<file path="config.mk">
export PLATFORM = sky130hd
export DESIGN_NAME = bytecode_image_validator
export DESIGN_NICKNAME = d
export VERILOG_FILES = /design/src/rtl/bciv_pkg.sv /design/src/rtl/bytecode_image_validator.sv
export VERILOG_INCLUDE_DIRS = /design/src /design/src/rtl
export SDC_FILE = /design/constraint.sdc
export NUM_CORES = 1
export LEC_CHECK = 0
export ABC_AREA = 0
export ABC_CLOCK_PERIOD_IN_PS = 9000
export BUFFER_PORTS_ARGS = -buffer_cell sky130_fd_sc_hd__buf_2
export CORE_ASPECT_RATIO = 0.6
export CORE_MARGIN = 3
export CORE_UTILIZATION = 45
export DETAILED_ROUTE_END_ITERATION = 10
export HOLD_SLACK_MARGIN = 0.12
export SYNTH_ARGS = -nofsm -noshare
export SYNTH_HDL_FRONTEND = slang
export SYNTH_SLANG_ARGS = --single-unit
</file>
<file path="constraint.sdc">
create_clock -name clock -period 9 [get_ports clock]
set_input_delay 1.35 -clock clock [delete_from_list [all_inputs] [get_ports clock]]
set_output_delay 1.35 -clock clock [all_outputs]
set_load 0.02 [all_outputs]
</file>
<file path="src/rtl/bytecode_image_validator_defines.svh">
// ---------------------------------------------------------------------------
// Bytecode image validator: assertion macros
// Shared checking macros for the validator RTL.
// ---------------------------------------------------------------------------
`ifndef BYTECODE_IMAGE_VALIDATOR_DEFINES_SVH
`define BYTECODE_IMAGE_VALIDATOR_DEFINES_SVH

// Implication checked in the same cycle.
`define BCIV_ASSERT_NOW(label, clk, rst, ante, cons, msg) \
   label: assert property (@(posedge clk) disable iff (rst) (ante) |-> (cons)) \
      else $error(msg);

// Implication checked in the cycle after the antecedent.
`define BCIV_ASSERT_NEXT(label, clk, rst, ante, cons, msg) \
   label: assert property (@(posedge clk) disable iff (rst) (ante) |=> (cons)) \
      else $error(msg);

`endif

</file>
<file path="src/rtl/bciv_pkg.sv">
// ---------------------------------------------------------------------------
// Bytecode image validator package
// Status codes, register indexes, header layout and the result type.
// ---------------------------------------------------------------------------
`default_nettype none

package bciv_pkg;

   localparam int HEADER_BYTES = 28;
   localparam int HEADER_WORDS = HEADER_BYTES / 4;
   localparam int WORD_IDX_W   = $clog2(HEADER_WORDS);
   localparam int COUNT_W      = 33;
   localparam int NEED_W       = 35;
   localparam int CSR_ADDR_W   = 2;
   localparam int CSR_DATA_W   = 32;
   localparam int RSP_BITS     = 3 + 4 * 32;
   localparam int RSP_DATA_W   = ((RSP_BITS + 7) / 8) * 8;

   typedef logic [2:0] status_type;

   localparam status_type STATUS_OK       = 3'd0;
   localparam status_type STATUS_SHORT    = 3'd1;
   localparam status_type STATUS_MAGIC    = 3'd2;
   localparam status_type STATUS_VERSION  = 3'd3;
   localparam status_type STATUS_EMPTY    = 3'd4;
   localparam status_type STATUS_TRUNC    = 3'd5;
   localparam status_type STATUS_CHECKSUM = 3'd6;

   localparam logic [CSR_ADDR_W-1:0] CSR_MAGIC = 2'd0;
   localparam logic [CSR_ADDR_W-1:0] CSR_MAJOR = 2'd1;
   localparam logic [CSR_ADDR_W-1:0] CSR_MINOR = 2'd2;

   localparam logic [31:0] MAGIC_RESET = 32'h434E_4C4E;
   localparam logic [15:0] MAJOR_RESET = 16'd1;
   localparam logic [15:0] MINOR_RESET = 16'd0;

   // Header word positions
   localparam logic [WORD_IDX_W-1:0] W_MAGIC   = 3'd0;
   localparam logic [WORD_IDX_W-1:0] W_VERSION = 3'd1;
   localparam logic [WORD_IDX_W-1:0] W_CODE    = 3'd2;
   localparam logic [WORD_IDX_W-1:0] W_DATA    = 3'd3;
   localparam logic [WORD_IDX_W-1:0] W_POOL    = 3'd4;
   localparam logic [WORD_IDX_W-1:0] W_ENTRY   = 3'd5;
   localparam logic [WORD_IDX_W-1:0] W_CSUM    = 3'd6;

   typedef struct packed {
      logic [31:0] entry_offset;
      logic [31:0] pool_bytes;
      logic [31:0] data_bytes;
      logic [31:0] code_bytes;
      status_type  status;
   } rsp_type;

endpackage

`default_nettype wire

</file>
<file path="src/rtl/bytecode_image_validator.sv">
// ---------------------------------------------------------------------------
// Bytecode image validator
// Captures the 28-byte header of a byte-serial image, folds the body into a
// rotate-xor checksum and reports one status item per image.
// ---------------------------------------------------------------------------
//  Channel | Dir | Handshake          | Payload
//  req_    | in  | tvalid / tready    | tdata: image_byte; tlast: final_byte
//  rsp_    | out | tvalid / tready    | tdata: status, code, data, pool, entry
//  csr_    | in  | we (no wait)       | addr: register index; wdata: value
//
//  One byte is taken every cycle while req_tready is high; the byte state
//  updates in the accepting cycle and the final byte's result is registered
//  for the next cycle. The result register decouples the sides: bytes keep
//  flowing while a result is taken, and input stalls only while a result
//  waits unread. Synchronous active-high reset restores the registers and
//  clears the byte count, header words and checksum.
// ---------------------------------------------------------------------------
`default_nettype none
`include "bytecode_image_validator_defines.svh"

module bytecode_image_validator (
   input  wire                               clock,
   input  wire                               reset,
   // image_byte[7:0]
   input  wire  [7:0]                        req_tdata,
   input  wire                               req_tlast,
   input  wire                               req_tvalid,
   output logic                              req_tready,
   // status[2:0], code_bytes[34:3], data_bytes[66:35], pool_bytes[98:67],
   // entry_offset[130:99], zero fill above
   output logic [bciv_pkg::RSP_DATA_W-1:0]   rsp_tdata,
   output logic                              rsp_tvalid,
   input  wire                               rsp_tready,
   input  wire                               csr_we,
   input  wire  [bciv_pkg::CSR_ADDR_W-1:0]   csr_addr,
   input  wire  [bciv_pkg::CSR_DATA_W-1:0]   csr_wdata
);
   import bciv_pkg::*;

   localparam logic [COUNT_W-1:0] COUNT_MAX = {COUNT_W{1'b1}};
   localparam logic [COUNT_W-1:0] HDR_COUNT = COUNT_W'(HEADER_BYTES);

   logic [31:0]        magic_ff;
   logic [15:0]        major_ff;
   logic [15:0]        minor_ff;

   logic [COUNT_W-1:0] count_ff, count_in;
   logic [31:0]        hdr_ff [HEADER_WORDS];
   logic [31:0]        hdr_in [HEADER_WORDS];
   logic [31:0]        sum_ff, sum_in;

   logic               rsp_valid_ff;
   rsp_type            rsp_ff, rsp_in;

   logic               take;
   logic               in_header;
   logic [NEED_W-1:0]  need;
   status_type         status;

   assign req_tready = ~rsp_valid_ff | rsp_tready;
   assign take       = req_tvalid & req_tready;
   assign in_header  = count_ff < HDR_COUNT;

   // Stream state after this byte
   always_comb begin
      for (int w = 0; w < HEADER_WORDS; w++) begin
         hdr_in[w] = hdr_ff[w];
      end
      sum_in = sum_ff;
      if (in_header) begin
         hdr_in[count_ff[WORD_IDX_W+1:2]][count_ff[1:0]*8 +: 8] = req_tdata;
      end else begin
         sum_in = {sum_ff[28:0], sum_ff[31:29]} ^ {24'd0, req_tdata};
      end
      count_in = (count_ff == COUNT_MAX) ? count_ff : count_ff + 1'b1;
   end

   // Judge the image on its final byte, first failing check wins
   always_comb begin
      need = NEED_W'(HEADER_BYTES) + NEED_W'(hdr_in[W_CODE])
           + NEED_W'(hdr_in[W_DATA]) + NEED_W'(hdr_in[W_POOL]);
      if (count_in < HDR_COUNT) begin
         status = STATUS_SHORT;
      end else if (hdr_in[W_MAGIC] != magic_ff) begin
         status = STATUS_MAGIC;
      end else if (hdr_in[W_VERSION][15:0] != major_ff ||
                   hdr_in[W_VERSION][31:16] > minor_ff) begin
         status = STATUS_VERSION;
      end else if (hdr_in[W_CODE] == 32'd0) begin
         status = STATUS_EMPTY;
      end else if (NEED_W'(count_in) < need) begin
         status = STATUS_TRUNC;
      end else if (sum_in != hdr_in[W_CSUM]) begin
         status = STATUS_CHECKSUM;
      end else begin
         status = STATUS_OK;
      end
      rsp_in.status = status;
      if (status == STATUS_SHORT) begin
         rsp_in.code_bytes   = 32'd0;
         rsp_in.data_bytes   = 32'd0;
         rsp_in.pool_bytes   = 32'd0;
         rsp_in.entry_offset = 32'd0;
      end else begin
         rsp_in.code_bytes   = hdr_in[W_CODE];
         rsp_in.data_bytes   = hdr_in[W_DATA];
         rsp_in.pool_bytes   = hdr_in[W_POOL];
         rsp_in.entry_offset = hdr_in[W_ENTRY];
      end
   end

   always_ff @(posedge clock) begin
      if (reset) begin
         magic_ff <= MAGIC_RESET;
         major_ff <= MAJOR_RESET;
         minor_ff <= MINOR_RESET;
      end else if (csr_we) begin
         case (csr_addr)
            CSR_MAGIC: magic_ff <= csr_wdata;
            CSR_MAJOR: major_ff <= csr_wdata[15:0];
            CSR_MINOR: minor_ff <= csr_wdata[15:0];
            default: ;
         endcase
      end
   end

   always_ff @(posedge clock) begin
      if (reset) begin
         count_ff <= '0;
         sum_ff   <= '0;
         for (int w = 0; w < HEADER_WORDS; w++) begin
            hdr_ff[w] <= '0;
         end
      end else if (take) begin
         // clear for the next image after its final byte
         if (req_tlast) begin
            count_ff <= '0;
            sum_ff   <= '0;
            for (int w = 0; w < HEADER_WORDS; w++) begin
               hdr_ff[w] <= '0;
            end
         end else begin
            count_ff <= count_in;
            sum_ff   <= sum_in;
            for (int w = 0; w < HEADER_WORDS; w++) begin
               hdr_ff[w] <= hdr_in[w];
            end
         end
      end
   end

   always_ff @(posedge clock) begin
      if (reset) begin
         rsp_valid_ff <= 1'b0;
      end else if (take && req_tlast) begin
         rsp_valid_ff <= 1'b1;
      end else if (rsp_tready) begin
         rsp_valid_ff <= 1'b0;
      end
   end

   always_ff @(posedge clock) begin
      if (take && req_tlast) begin
         rsp_ff <= rsp_in;
      end
   end

   assign rsp_tvalid = rsp_valid_ff;
   assign rsp_tdata  = RSP_DATA_W'(rsp_ff);

   `BCIV_ASSERT_NEXT(a_count_step, clock, reset,
      take && !req_tlast && count_ff != COUNT_MAX,
      count_ff == $past(count_ff) + 1'b1, "byte count did not advance")
   `BCIV_ASSERT_NEXT(a_clear_after_last, clock, reset, take && req_tlast,
      count_ff == '0 && sum_ff == '0 && rsp_tvalid, "image end not cleared")
   `BCIV_ASSERT_NOW(a_short_zero, clock, reset,
      rsp_tvalid && rsp_ff.status == STATUS_SHORT,
      rsp_ff.code_bytes == '0 && rsp_ff.entry_offset == '0,
      "short image reports header fields")
   `BCIV_ASSERT_NOW(a_status_range, clock, reset, rsp_tvalid,
      rsp_ff.status != 3'd7, "status code out of range")

endmodule

`default_nettype wire

</file>
==> parameters.txt <==
Parameter                              Value

CTS
  TritonCTS clock tree    built
  Source-to-sink clock delay at the later pin of the worst-skew pair    0.62 ns
  CTS buffer count    48
  Clock slew at reported path FFs    0.08 ns
  Library cell used as clock root buffer    sky130_fd_sc_hd__clkbuf_16
  Number of sinks driven by the clock tree    485
  Count of instances resized after the clock tree is built    0
  CTS H-tree depth    2
  Clock tree buffer depth    3
  Hold-fix buffers, CTS    0
  Number of buffers added for setup after CTS    0

Critical path
  Cell with the largest stage delay on the worst path    sky130_fd_sc_hd__nor4_1
  Max FO, Critical Path    15
  Start-to-end type of the worst setup path    reg -> reg
  Buffers plus inverters on the worst setup path    3
  Capturing element type of the critical path    register
  Launching element type of the critical path    register
  Peak per-stage delay on the critical path    0.69 ns
  Critical Path AT    8.89 ns
  Most frequent cell on the critical path    sky130_fd_sc_hd__a21oi_1
  Cell family with the largest share of critical-path delay    compound AO/OA/AOI/OAI gates
  WP data required    9.39 ns

Drt
  Number of detailed-routing iterations run before antenna repair    6
  Average wire per cell in the routed design    25.01 um
  DRC violation count after routing    0
  Iteration-0 DRC Markers    2,690
  Wirelength, routed    94.76 mm
  Via Count    22,760
  Number of nets still failing antenna checks after routing    0
  Vias per std cell    6.007

GRT
  Number of global-route vias before repair    21,340
  Number of antenna violations at the first check in global routing    7
  First-pass GRT wire length    138.9 mm
  Largest net degree at the start of global routing    154
  Overall global routing resource usage    29.22%
  Congestion Overflow GR    0

Placement
  Final weighted congestion of routability-driven global placement    0.9621
  Count of input and output buffers    180
  Post-Place Cells    3,701
  Detail Placement HPWL    69.56 mm

Layout
  # fillers    5,471
  Relative area change from synthesis to final layout    12.86%
  Fraction of layout instances using a drive strength above 1    13.31%
  Combined area of the multi-input logic cells    0.01310 sq mm
  Final Net Count    3,166
  Seq. cell area    0.01294 sq mm
  Final standard cell count with taps included and fillers excluded    3,789

STA
  Transition time of the tightest slew-check pin    1.394 ns
  Setup TNS    0 ns
  Worst Clk Skew    0.03177 ns
  Top achievable clock speed    117.6 MHz
  Post-route fraction of the period consumed by the critical path    94.48%
  RSZ-0062 raised after global routing    false
  Final setup violation count    0
  Number of failing hold endpoints at the final stage    0
  Shortest period the worst path allows    8.504 ns
  Total count of max-transition violations in the final report    0
  Worst-case headroom to the max-slew limit    5.700%

Synthesis
  Largest cells by area after synthesis    sky130_fd_sc_hd__edfxtp_1 (36%), sky130_fd_sc_hd__dfxtp_1 (12%), sky130_fd_sc_hd__nor2_1 (5.7%), sky130_fd_sc_hd__ha_1 (5.3%), sky130_fd_sc_hd__nand2_1 (4.2%)
  Post-synthesis cell type with the largest combined area    sky130_fd_sc_hd__edfxtp_1
  Sequential cell area fraction in the yosys report    47.54%
  Cell area after synthesis    0.02722 sq mm
  Share of Yosys cell area claimed by the top area cell type    35.63%
  Cell count after synthesis    2,814
  Count of synthesis-stage warnings from yosys    0
  Library cells used by synthesis    73
  Count of state elements after synthesis    485
  Dominant synthesized flop cell    sky130_fd_sc_hd__edfxtp_1
  Async set-or-reset flop fraction in the synthesized netlist    0%
  Mean instance size in the synthesized netlist    9.674 sq um
  Post-synth top cells    sky130_fd_sc_hd__nor2_1 (414), sky130_fd_sc_hd__edfxtp_1 (323), sky130_fd_sc_hd__nand2_1 (305)
  Number of enable-type register cells in the synthesized netlist    323
  Most used standard cell by instance count after synthesis    sky130_fd_sc_hd__nor2_1

Job
  Max-capacitance violation count    0

Floorplanning
  Initial core utilization    45.76%
  Die area    0.06358 sq mm
  Core Box Area    0.05948 sq mm
  Die Span X    323.5 um
  Floorplan row count    69
  Number of I/O pins    186
  DIE HEIGHT    196.5 um

Power and ir drop
  Max IR drop VDD    125.2 uV
  Areal power density over the cells    170.1 mW/mm^2
  P_leak    0.01227 uW

Run status
  Outcome    completed

Hold path
  Path class of the lowest-slack min-delay path    reg -> reg
## where the power goes
part / switching (uW) / total (uW) / internal [uW]
logic: 411 / 611 / 200
registers: 34.7 / 2490 / 2450
clock network: 939 / 2130 / 1190
total: 1380 / 5230 / 3840
## cell usage in the layout (no fill, tap or decap), types with 57 or more instances in the layout
| cell | instances |
|---|---|
| sky130_fd_sc_hd__mux2i_1 | 103 |
| sky130_fd_sc_hd__buf_2 | 180 |
| sky130_fd_sc_hd__inv_1 | 120 |
| sky130_fd_sc_hd__xor2_1 | 63 |
| sky130_fd_sc_hd__dfxtp_1 | 162 |
| sky130_fd_sc_hd__ha_1 | 115 |
| sky130_fd_sc_hd__nand3_1 | 62 |
| sky130_fd_sc_hd__nor2_1 | 411 |
| sky130_fd_sc_hd__nand4_1 | 57 |
| sky130_fd_sc_hd__nand2_1 | 305 |
| sky130_fd_sc_hd__edfxtp_1 | 323 |
| sky130_fd_sc_hd__xnor2_1 | 72 |
| sky130_fd_sc_hd__buf_4 | 89 |
| sky130_fd_sc_hd__a21oi_1 | 221 |
| sky130_fd_sc_hd__o21ai_0 | 103 |
## routing by layer
layer	track usage (%)	share of wire [%]	vias to the layer above
met4	8.531	2.8	8
met3	9.196	12	193
met2	40.52	40	1151
met1	43.45	45	11100
met5	0	0.053	-
li1	-	-	10310
## layout make-up
type / count / area share [%]
diodes: 2 / 0.01629
clock buffers: 69 / 4.602
clock inverters: 17 / 0.6801
inverters: 123 / 1.527
multi-input cells: 2041 / 42.63
flip-flops and latches: 485 / 42.13
well taps: 781 / 3.181
repair buffers: 271 / 5.237
## flip-flops by register name, indices dropped and copies added, names as in the netlist
register and flops:
rsp_tdata 131, hdr_ff 224, rsp_tvalid 1, sum_ff 32, magic_ff 32, major_ff 16, count_ff 33, minor_ff 16
## cell families after synthesis
family,synth area share [%]
AND/OR/NAND/NOR,19.59
XOR/XNOR,4.343
other,0.01378
buffers and inverters,4.596
AO/OA/AOI/OAI,11.55
flip-flops,47.54
adder cells (fa/ha/maj),7.712
multiplexers,4.656
## tightest hold or removal path: stages (launching register included)
cell and delay [ns]:
sky130_fd_sc_hd__dfxtp_1 0.31, sky130_fd_sc_hd__nand2_1 0.05, sky130_fd_sc_hd__a21oi_1 0.05
## worst paths after layout
check,end,slack (ns),from,depth (start not counted)
worst max register to register,rsp_tdata[2],0.50,count_ff[28],31
worst min-delay path,minor_ff[10],0.45,minor_ff[10],2
worst min register to register,minor_ff[10],0.45,minor_ff[10],2
worst max-delay path,rsp_tdata[2],0.50,count_ff[28],31
## per-stage QoR
step	total power, uW	hold WS [ns]	area [sq um]	setup slack [ns]	util, %
4_1_cts	5244	0.4557	30710	0.7642	51.63
3_5_place_dp	3130	0.4474	29090	0.7944	48.90
3_3_place_gp	3118	0.4500	29090	0.9750	48.90
6_report	5227	0.4543	30720	0.4964	51.65
5_1_grt	5398	0.4770	30720	0.03563	51.64
2_1_floorplan	2915	0.4363	27240	1.551	-
Power figures use the tool's default switching activity.
